`config.mk`:
```
export PLATFORM = sky130hd
export DESIGN_NAME = json_string_unescape
export DESIGN_NICKNAME = d
export VERILOG_FILES = /design/src/sv/jsu_pkg.sv /design/src/sv/json_string_unescape.sv /design/src/sv/jsu_front.sv /design/src/sv/jsu_queue.sv /design/src/sv/jsu_back.sv
export SDC_FILE = /design/constraint.sdc
export NUM_CORES = 1
export LEC_CHECK = 0
export ABC_CLOCK_PERIOD_IN_PS = 5800
export BUFFER_PORTS_ARGS = -buffer_cell sky130_fd_sc_hd__buf_4
export CORE_AREA = 10 10 128 130
export CTS_CLUSTER_SIZE = 14
export DETAILED_ROUTE_END_ITERATION = 10
export DIE_AREA = 0 0 138 140
export PLACE_DENSITY = 0.54
export SYNTH_ARGS = -nofsm -noshare
export SYNTH_HDL_FRONTEND = slang
export SYNTH_HIERARCHICAL = 1
export SYNTH_SLANG_ARGS = --single-unit
```
`constraint.sdc`:
```
create_clock -name clk -period 5.8 [get_ports clk]
set_input_delay 0.29 -clock clk [delete_from_list [all_inputs] [get_ports clk]]
set_output_delay 0.29 -clock clk [all_outputs]
set_load 0.02 [all_outputs]
```
`src/sv/jsu_pkg.sv`:
```
`timescale 1ns / 1ps
package jsu_pkg;

  localparam int QUEUE_DEPTH = 4;

  localparam logic [7:0] CH_NUL       = 8'h00;
  localparam logic [7:0] CH_QUOTE     = 8'h22;
  localparam logic [7:0] CH_BACKSLASH = 8'h5C;
  localparam logic [7:0] CH_U         = 8'h75;

  localparam logic [15:0] CP_TWO_BYTE   = 16'h0080;
  localparam logic [15:0] CP_THREE_BYTE = 16'h0800;
  localparam logic [7:0]  UTF8_LEAD2    = 8'hC0;
  localparam logic [7:0]  UTF8_LEAD3    = 8'hE0;
  localparam logic [7:0]  UTF8_CONT     = 8'h80;

  typedef enum logic [1:0] {
    MODE_IDLE   = 2'd0,
    MODE_STRING = 2'd1,
    MODE_ESCAPE = 2'd2,
    MODE_HEX    = 2'd3
  } mode_t;

  typedef enum logic [1:0] {
    CMD_BYTE = 2'd0,
    CMD_END  = 2'd1,
    CMD_CP   = 2'd2
  } cmd_kind_t;

  typedef struct packed {
    cmd_kind_t   kind;
    logic [15:0] data;
  } cmd_t;

  function automatic logic [3:0] hex_nibble(input logic [7:0] ch);
    logic [3:0] res;
    res = 4'd0;
    if (ch inside {[8'h30:8'h39]}) res = 4'(ch - 8'h30);
    else if (ch inside {[8'h61:8'h66]}) res = 4'(ch - 8'h61 + 8'd10);
    else if (ch inside {[8'h41:8'h46]}) res = 4'(ch - 8'h41 + 8'd10);
    return res;
  endfunction

  function automatic logic [7:0] escape_map(input logic [7:0] ch);
    logic [7:0] res;
    case (ch)
      8'h6E:   res = 8'h0A;
      8'h74:   res = 8'h09;
      8'h72:   res = 8'h0D;
      8'h62:   res = 8'h08;
      8'h66:   res = 8'h0C;
      default: res = ch;
    endcase
    return res;
  endfunction

endpackage

```
`src/sv/json_string_unescape.sv`:
```
`timescale 1ns / 1ps
// JSON string unescaper. Feed the bytes of a quoted string on in_byte, one
// item per cycle, with in_start_flag set on the opening quote. An item is
// taken when push is high and full is low. Decoded bytes come out on the
// result side as a queue: the oldest result sits on the out_ ports while
// empty is low and is taken when pop is high. out_last_of_run marks the
// final result caused by one input byte; out_string_end marks the end of
// a string (closing quote or NUL).
// Throughput: one input byte per cycle while full is low, one result per
// cycle while pop is high; a \u escape yields up to three bytes, one per
// cycle from the back end. A command is written into the queue at the edge
// that takes its input byte and moves into the output register when that
// register is empty or is being popped.
// When pop stalls, the output register holds, the command queue fills, and
// full rises after QueueDepth pending commands; input then waits.
// Reset (rst_n low, synchronous) empties both queues and returns the
// decoder to the outside-of-string state.
module json_string_unescape
  import jsu_pkg::*;
#(
  parameter int QueueDepth = QUEUE_DEPTH
) (
  input  logic       clk,
  input  logic       rst_n,
  input  logic       push,
  output logic       full,
  input  logic [7:0] in_byte,
  input  logic       in_start_flag,
  output logic       empty,
  input  logic       pop,
  output logic [7:0] out_byte,
  output logic       out_byte_valid,
  output logic       out_string_end,
  output logic       out_last_of_run
);

  logic take;
  logic q_push, q_full, q_pop, q_valid;
  cmd_t q_wdata, q_rdata;

  assign full = q_full;
  assign take = push && !q_full;

  jsu_front u_front (
    .clk          (clk),
    .rst_n        (rst_n),
    .take         (take),
    .in_byte      (in_byte),
    .in_start_flag(in_start_flag),
    .cmd_push     (q_push),
    .cmd          (q_wdata)
  );

  jsu_queue #(
    .Depth(QueueDepth)
  ) u_queue (
    .clk     (clk),
    .rst_n   (rst_n),
    .wr_en   (q_push),
    .wr_data (q_wdata),
    .full    (q_full),
    .rd_en   (q_pop),
    .rd_valid(q_valid),
    .rd_data (q_rdata)
  );

  jsu_back u_back (
    .clk            (clk),
    .rst_n          (rst_n),
    .cmd_valid      (q_valid),
    .cmd            (q_rdata),
    .cmd_pop        (q_pop),
    .pop            (pop),
    .empty          (empty),
    .out_byte       (out_byte),
    .out_byte_valid (out_byte_valid),
    .out_string_end (out_string_end),
    .out_last_of_run(out_last_of_run)
  );

  a_end_shape: assert property (@(posedge clk) disable iff (!rst_n)
    !empty && out_string_end |-> !out_byte_valid && out_last_of_run)
    else $error("end result carries a byte or is not last");

  a_no_push_full: assert property (@(posedge clk) disable iff (!rst_n)
    q_push |-> !q_full)
    else $error("command pushed into full queue");

  a_pop_has_cmd: assert property (@(posedge clk) disable iff (!rst_n)
    q_pop |-> q_valid)
    else $error("command popped from empty queue");

  a_reset_clear: assert property (@(posedge clk)
    !rst_n |=> empty && !full)
    else $error("queues not cleared by reset");

endmodule

```
`src/sv/jsu_front.sv`:
```
`timescale 1ns / 1ps
module jsu_front
  import jsu_pkg::*;
(
  input  logic       clk,
  input  logic       rst_n,
  input  logic       take,
  input  logic [7:0] in_byte,
  input  logic       in_start_flag,
  output logic       cmd_push,
  output cmd_t       cmd
);

  mode_t       mode_r, mode_nxt;
  logic [1:0]  cnt_r, cnt_nxt;
  logic [15:0] acc_r, acc_nxt;
  logic [15:0] acc_shift;

  assign acc_shift = {acc_r[11:0], hex_nibble(in_byte)};

  always_comb begin
    mode_nxt = mode_r;
    cnt_nxt  = cnt_r;
    acc_nxt  = acc_r;
    if (take) begin
      if (in_start_flag) begin
        mode_nxt = MODE_STRING;
        cnt_nxt  = 2'd0;
        acc_nxt  = 16'd0;
      end else begin
        case (mode_r)
          MODE_STRING: begin
            if (in_byte == CH_NUL || in_byte == CH_QUOTE) mode_nxt = MODE_IDLE;
            else if (in_byte == CH_BACKSLASH) mode_nxt = MODE_ESCAPE;
          end
          MODE_ESCAPE: begin
            if (in_byte == CH_NUL) begin
              mode_nxt = MODE_IDLE;
            end else if (in_byte == CH_U) begin
              mode_nxt = MODE_HEX;
              cnt_nxt  = 2'd0;
              acc_nxt  = 16'd0;
            end else begin
              mode_nxt = MODE_STRING;
            end
          end
          MODE_HEX: begin
            if (in_byte == CH_NUL) begin
              mode_nxt = MODE_IDLE;
              cnt_nxt  = 2'd0;
              acc_nxt  = 16'd0;
            end else if (cnt_r == 2'd3) begin
              mode_nxt = MODE_STRING;
              cnt_nxt  = 2'd0;
              acc_nxt  = 16'd0;
            end else begin
              cnt_nxt = cnt_r + 2'd1;
              acc_nxt = acc_shift;
            end
          end
          default: mode_nxt = mode_r;
        endcase
      end
    end
  end

  always_comb begin
    cmd_push  = 1'b0;
    cmd.kind  = CMD_BYTE;
    cmd.data  = {8'd0, in_byte};
    if (take && !in_start_flag) begin
      case (mode_r)
        MODE_STRING: begin
          if (in_byte == CH_NUL || in_byte == CH_QUOTE) begin
            cmd_push = 1'b1;
            cmd.kind = CMD_END;
          end else if (in_byte != CH_BACKSLASH) begin
            cmd_push = 1'b1;
          end
        end
        MODE_ESCAPE: begin
          if (in_byte == CH_NUL) begin
            cmd_push = 1'b1;
            cmd.kind = CMD_END;
          end else if (in_byte != CH_U) begin
            cmd_push = 1'b1;
            cmd.data = {8'd0, escape_map(in_byte)};
          end
        end
        MODE_HEX: begin
          if (in_byte == CH_NUL) begin
            cmd_push = 1'b1;
            cmd.kind = CMD_END;
          end else if (cnt_r == 2'd3) begin
            cmd_push = 1'b1;
            cmd.kind = CMD_CP;
            cmd.data = acc_shift;
          end
        end
        default: cmd_push = 1'b0;
      endcase
    end
  end

  always_ff @(posedge clk) begin
    if (!rst_n) begin
      mode_r <= MODE_IDLE;
      cnt_r  <= 2'd0;
      acc_r  <= 16'd0;
    end else begin
      mode_r <= mode_nxt;
      cnt_r  <= cnt_nxt;
      acc_r  <= acc_nxt;
    end
  end

endmodule

```
`src/sv/jsu_queue.sv`:
```
`timescale 1ns / 1ps
module jsu_queue
  import jsu_pkg::*;
#(
  parameter int Depth = QUEUE_DEPTH
) (
  input  logic clk,
  input  logic rst_n,
  input  logic wr_en,
  input  cmd_t wr_data,
  output logic full,
  input  logic rd_en,
  output logic rd_valid,
  output cmd_t rd_data
);

  localparam int PtrW = (Depth > 1) ? $clog2(Depth) : 1;
  localparam int CntW = $clog2(Depth + 1);

  cmd_t            mem_r [Depth];
  logic [PtrW-1:0] wr_ptr_r, wr_ptr_nxt;
  logic [PtrW-1:0] rd_ptr_r, rd_ptr_nxt;
  logic [CntW-1:0] count_r, count_nxt;
  logic            do_wr, do_rd;

  assign full     = (count_r == CntW'(Depth));
  assign rd_valid = (count_r != '0);
  assign rd_data  = mem_r[rd_ptr_r];
  assign do_wr    = wr_en && !full;
  assign do_rd    = rd_en && rd_valid;

  always_comb begin
    wr_ptr_nxt = wr_ptr_r;
    rd_ptr_nxt = rd_ptr_r;
    count_nxt  = count_r;
    if (do_wr) wr_ptr_nxt = (wr_ptr_r == PtrW'(Depth - 1)) ? '0 : wr_ptr_r + 1'b1;
    if (do_rd) rd_ptr_nxt = (rd_ptr_r == PtrW'(Depth - 1)) ? '0 : rd_ptr_r + 1'b1;
    if (do_wr && !do_rd) count_nxt = count_r + 1'b1;
    else if (do_rd && !do_wr) count_nxt = count_r - 1'b1;
  end

  always_ff @(posedge clk) begin
    if (do_wr) mem_r[wr_ptr_r] <= wr_data;
  end

  always_ff @(posedge clk) begin
    if (!rst_n) begin
      wr_ptr_r <= '0;
      rd_ptr_r <= '0;
      count_r  <= '0;
    end else begin
      wr_ptr_r <= wr_ptr_nxt;
      rd_ptr_r <= rd_ptr_nxt;
      count_r  <= count_nxt;
    end
  end

endmodule

```
`src/sv/jsu_back.sv`:
```
`timescale 1ns / 1ps
module jsu_back
  import jsu_pkg::*;
(
  input  logic       clk,
  input  logic       rst_n,
  input  logic       cmd_valid,
  input  cmd_t       cmd,
  output logic       cmd_pop,
  input  logic       pop,
  output logic       empty,
  output logic [7:0] out_byte,
  output logic       out_byte_valid,
  output logic       out_string_end,
  output logic       out_last_of_run
);

  logic [1:0]  step_r, step_nxt;
  logic        valid_r, valid_nxt;
  logic [7:0]  byte_r, byte_nxt;
  logic        bval_r, bval_nxt;
  logic        end_r, end_nxt;
  logic        last_r, last_nxt;
  logic        load;
  logic [1:0]  n_res;
  logic [7:0]  sel_byte;
  logic        is_last;
  logic [15:0] cp;

  assign cp = cmd.data;

  always_comb begin
    n_res    = 2'd1;
    sel_byte = cp[7:0];
    case (cmd.kind)
      CMD_BYTE: sel_byte = cp[7:0];
      CMD_END:  sel_byte = 8'd0;
      CMD_CP: begin
        if (cp < CP_TWO_BYTE) begin
          sel_byte = cp[7:0];
        end else if (cp < CP_THREE_BYTE) begin
          n_res    = 2'd2;
          sel_byte = (step_r == 2'd0) ? (UTF8_LEAD2 | {3'd0, cp[10:6]})
                                      : (UTF8_CONT | {2'd0, cp[5:0]});
        end else begin
          n_res = 2'd3;
          case (step_r)
            2'd0:    sel_byte = UTF8_LEAD3 | {4'd0, cp[15:12]};
            2'd1:    sel_byte = UTF8_CONT | {2'd0, cp[11:6]};
            default: sel_byte = UTF8_CONT | {2'd0, cp[5:0]};
          endcase
        end
      end
      default: sel_byte = 8'd0;
    endcase
  end

  assign is_last = (step_r == n_res - 2'd1);
  assign load    = cmd_valid && (!valid_r || pop);
  assign cmd_pop = load && is_last;

  always_comb begin
    step_nxt  = step_r;
    valid_nxt = valid_r;
    byte_nxt  = byte_r;
    bval_nxt  = bval_r;
    end_nxt   = end_r;
    last_nxt  = last_r;
    if (load) begin
      valid_nxt = 1'b1;
      byte_nxt  = sel_byte;
      bval_nxt  = (cmd.kind != CMD_END);
      end_nxt   = (cmd.kind == CMD_END);
      last_nxt  = is_last;
      step_nxt  = is_last ? 2'd0 : step_r + 2'd1;
    end else if (pop) begin
      valid_nxt = 1'b0;
    end
  end

  always_ff @(posedge clk) begin
    if (!rst_n) begin
      step_r  <= 2'd0;
      valid_r <= 1'b0;
    end else begin
      step_r  <= step_nxt;
      valid_r <= valid_nxt;
    end
  end

  always_ff @(posedge clk) begin
    byte_r <= byte_nxt;
    bval_r <= bval_nxt;
    end_r  <= end_nxt;
    last_r <= last_nxt;
  end

  assign empty           = !valid_r;
  assign out_byte        = byte_r;
  assign out_byte_valid  = bval_r;
  assign out_string_end  = end_r;
  assign out_last_of_run = last_r;

endmodule
```
==> impl_metrics.toml <==
[outcome]
status = "finished, final reports clean"

[logic_synthesis]
ys_types = 72
synthTopCellsByArea = "edfxtp_1 (46%), dfxtp_1 (10%), mux4_2 (4.1%)"
yosys_most_used_dff = "edfxtp_1"
synth.cell_area_um2 = 5475
synth.largest_area_cell = "edfxtp_1"
syn-mean-instance-area_um2 = 13.16
synth_edf_count = 83
ys_ff_latch = 111
seq_area_frac_synth = 0.5576
syn_nets = 447
syn_inst = 416
yosys.area.top_type_share = 0.4552
async_reset_ff_frac = 0
yosysWarnings = 6

[detailed_routing]
dr.first_iter.drc_count = 286
drc = 0
via_count = 3509
wl_per_cell_um = 18.14
drtAntennaViolNets = 0
via_per_inst = 5.669
firstDrtPassIters = 5
drt_wl_total_mm = 11.23

[sta]
final_max_slew_viol_count = 0
fin_crit_sh = 0.7156
worst_pin_slew_ns = 1.069
setup_ws_ns = 1.650
rsz0062_at_grt = "no"
holdWs_ns = 0.2555
max_slew_margin = 0.2810
post-route-min-period_ns = 4.150
skew_ns = 0.006807
max_freq_ghz = 0.2409
hold_viol_final = 0
setup_viol = 0
finalSetupTns_ns = 0

[clock_tree]
cts_resized = 0
postCtsSetupBuffers = 0
clk_path_buf_depth = 2
cts_tree = "done"
hold_buffers = 0
cts_sinks = 111
numCtsBuffers = 9
htree_levels = 3
clk_pin_slew_ns = 0.07
worstSkewPairLatency_ns = 0.34
clockRootBuffer = "clkbuf_16"

[floorplanning]
die_h_um = 140
num_rows = 43
die_w_um = 138
fp.dieArea_um2 = 19320
initial_core_util = 0.3975
ios = 26
core_um2 = 13770

[worst_setup_path]
cp.required_ns = 6.07
crit_path_start_kind = "flop"
cp_slowest_cell = "mux4_1"
arrival_ns = 4.42
slowest_delay_ns = 0.69
path_delay_family = "simple AND/OR/NAND/NOR gates"
crit_type = "reg2reg"
cp_max_fo = 10
crit_chain = "mux4_1 -> or4_4 -> o2111ai_1 -> nand4_1 -> and2_1 -> o31ai_1 -> ha_1 -> inv_1 -> fa_1 -> xor2_1 -> or3_1 -> a21boi_0"
crit_buf_inv = 1
endpoint_kind = "flop"

[finish]
diodes = 0
layout.nets = 465
fin_util = 0.4413
fillers = 1247
drive_gt1_frac = 0.1617
fin_area_um2 = 6078
ff_latch_area_um2 = 3053
syn_to_final_growth_pct = 11.01
multiInputGateArea_um2 = 2233

[placed_design]
gp_congestion = 0.8862
place_area_um2 = 5782
numPortBuffers = 25
dp_hpwl_mm = 8.119
pre_cts_ws_ns = 1.645

[pwr]
p_clk_frac = 0.385
combPwrFrac = 0.063
power_density_nw_per_um2 = 256.7
p_leak_uw = 0.002146
netSwitchingPower_uw = 323.0
p_int_uw = 1237
p_sw_frac = 0.2070
peakVddDrop_v = 0.0001407
seq_power_share = 0.552

[grt]
grtUsageTotal = 0.1152
grt.overflow.total = 0
grt_antenna_before_repair = 0
grt_pass1_vias = 3569
grt_pass1_wl_mm = 18.60
grt_max_degree = 23

[hold_path]
hp-class = "in2reg"

[job]
max_cap_violations = 0
## worst paths after layout
kind,start,end,slack (ns),depth (start not counted)
max reg2reg,flop,u_queue/count_r[2]$_SDFFE_PN0P_,1.65,12
min,pop,u_back/valid_r$_SDFFE_PN0P_,0.26,3
max,flop,u_queue/count_r[2]$_SDFFE_PN0P_,1.65,12
min reg2reg,u_front/acc_r[10]$_SDFFE_PN0P_,u_front/acc_r[10]$_SDFFE_PN0P_,0.48,1
## cells in the mapped netlist, drive strengths merged, types with 5 or more instances
| master | number |
|---|---|
| a22o | 14 |
| ha | 17 |
| nand3 | 12 |
| and2 | 16 |
| clkbuf | 10 |
| buf | 10 |
| inv | 18 |
| mux2 | 6 |
| o31ai | 7 |
| edfxtp | 83 |
| nor2 | 15 |
| a21oi | 18 |
| mux4 | 18 |
| nor4 | 6 |
| nor2b | 8 |
| or3 | 5 |
| nand2 | 20 |
| nand2b | 7 |
| dfxtp | 28 |
| and3 | 5 |
| nor3 | 7 |
| o21ai | 18 |
## layout make-up
type / instances / area share
clock buffers: 14 / 0.04714
inverters: 18 / 0.01112
clock inverters: 2 / 0.001647
flip-flops and latches: 111 / 0.5023
well taps: 180 / 0.03705
repair buffers: 27 / 0.03335
multi-input cells: 267 / 0.3674
## metrics by stage
step                      std cells  power [uW]
after floorplan                 416       944.2
after global placement          603       975.5
after detailed placement        603       976.3
after CTS                       619        1579
after global routing            619        1621
final                           619        1560
## power by group through the flow
| stage | clock (uW) | sequential (uW) | combinational [uW] |
|---|---|---|---|
| after detailed placement | 0 | 878 | 98.0 |
| after floorplan | 0 | 882 | 62.2 |
| final | 601 | 861 | 98.5 |
| after global placement | 0 | 878 | 97.3 |
| after global routing | 651 | 861 | 109 |
| after CTS | 620 | 860 | 98.4 |
## metal layers
layer	track usage	part of all wire	vias to the layer above
met1	0.1427	0.45	1716
met3	0.01961	0.045	13
met2	0.1935	0.49	109
met5	0	0	-
li1	-	-	1671
met4	0.04939	0.016	0
## cell families (layout without fill, tap and decap cells)
kind of cell | after synthesis | in the layout | synth area share
buffers and inverters | 38 | 61 | 0.03451
DFF | 111 | 111 | 0.5576
AOI/OAI and AO/OA | 100 | 100 | 0.1364
and+or+nand+nor | 120 | 120 | 0.1284
xor gates and xnor gates | 2 | 2 | 0.003200
muxes | 27 | 27 | 0.09735
adders and majority gates | 18 | 18 | 0.04250
## cells in the final DEF, fill, tap and decap left out, types with 4 or more instances in the layout
cell,synthesis,final
o2bb2ai_1,4,4
a21oi_1,18,18
and2_1,16,16
nand4_1,4,4
buf_4,0,27
ha_1,17,17
and3_1,5,5
nor2_1,14,14
mux4_2,10,10
inv_1,18,18
mux4_1,8,8
a22o_1,12,12
o31ai_1,6,6
nor4_1,5,5
o21ai_0,16,16
nand2b_1,7,7
nand3_1,12,12
clkbuf_16,0,11
nor3_1,7,7
mux2_2,6,6
nand2_1,20,20
nor2b_1,7,7
or3_1,5,5
dfxtp_1,28,28
edfxtp_1,83,83
## worst min-delay path: cells and delay by family
| family | cells | cell delay [ns] |
|---|---|---|
| AND/OR/NAND/NOR | 1 | 0.10 |
| AO/OA/AOI/OAI | 1 | 0.08 |
| buffers and inverters | 1 | 0.07 |
## registers in the layout, summed over array words and instances, names as in the netlist, 2 cells and up, named ones only
| name | flops |
|---|---|
| u_queue/count_r | 3 |
| u_back/out_byte | 8 |
| u_queue/mem_r | 72 |
| u_front/acc_r | 12 |
| u_queue/rd_ptr_r | 2 |
| u_back/step_r | 2 |
| u_front/mode_r | 2 |
| u_queue/wr_ptr_r | 2 |
| u_front/cnt_r | 2 |
Power figures use the tool's default switching activity.
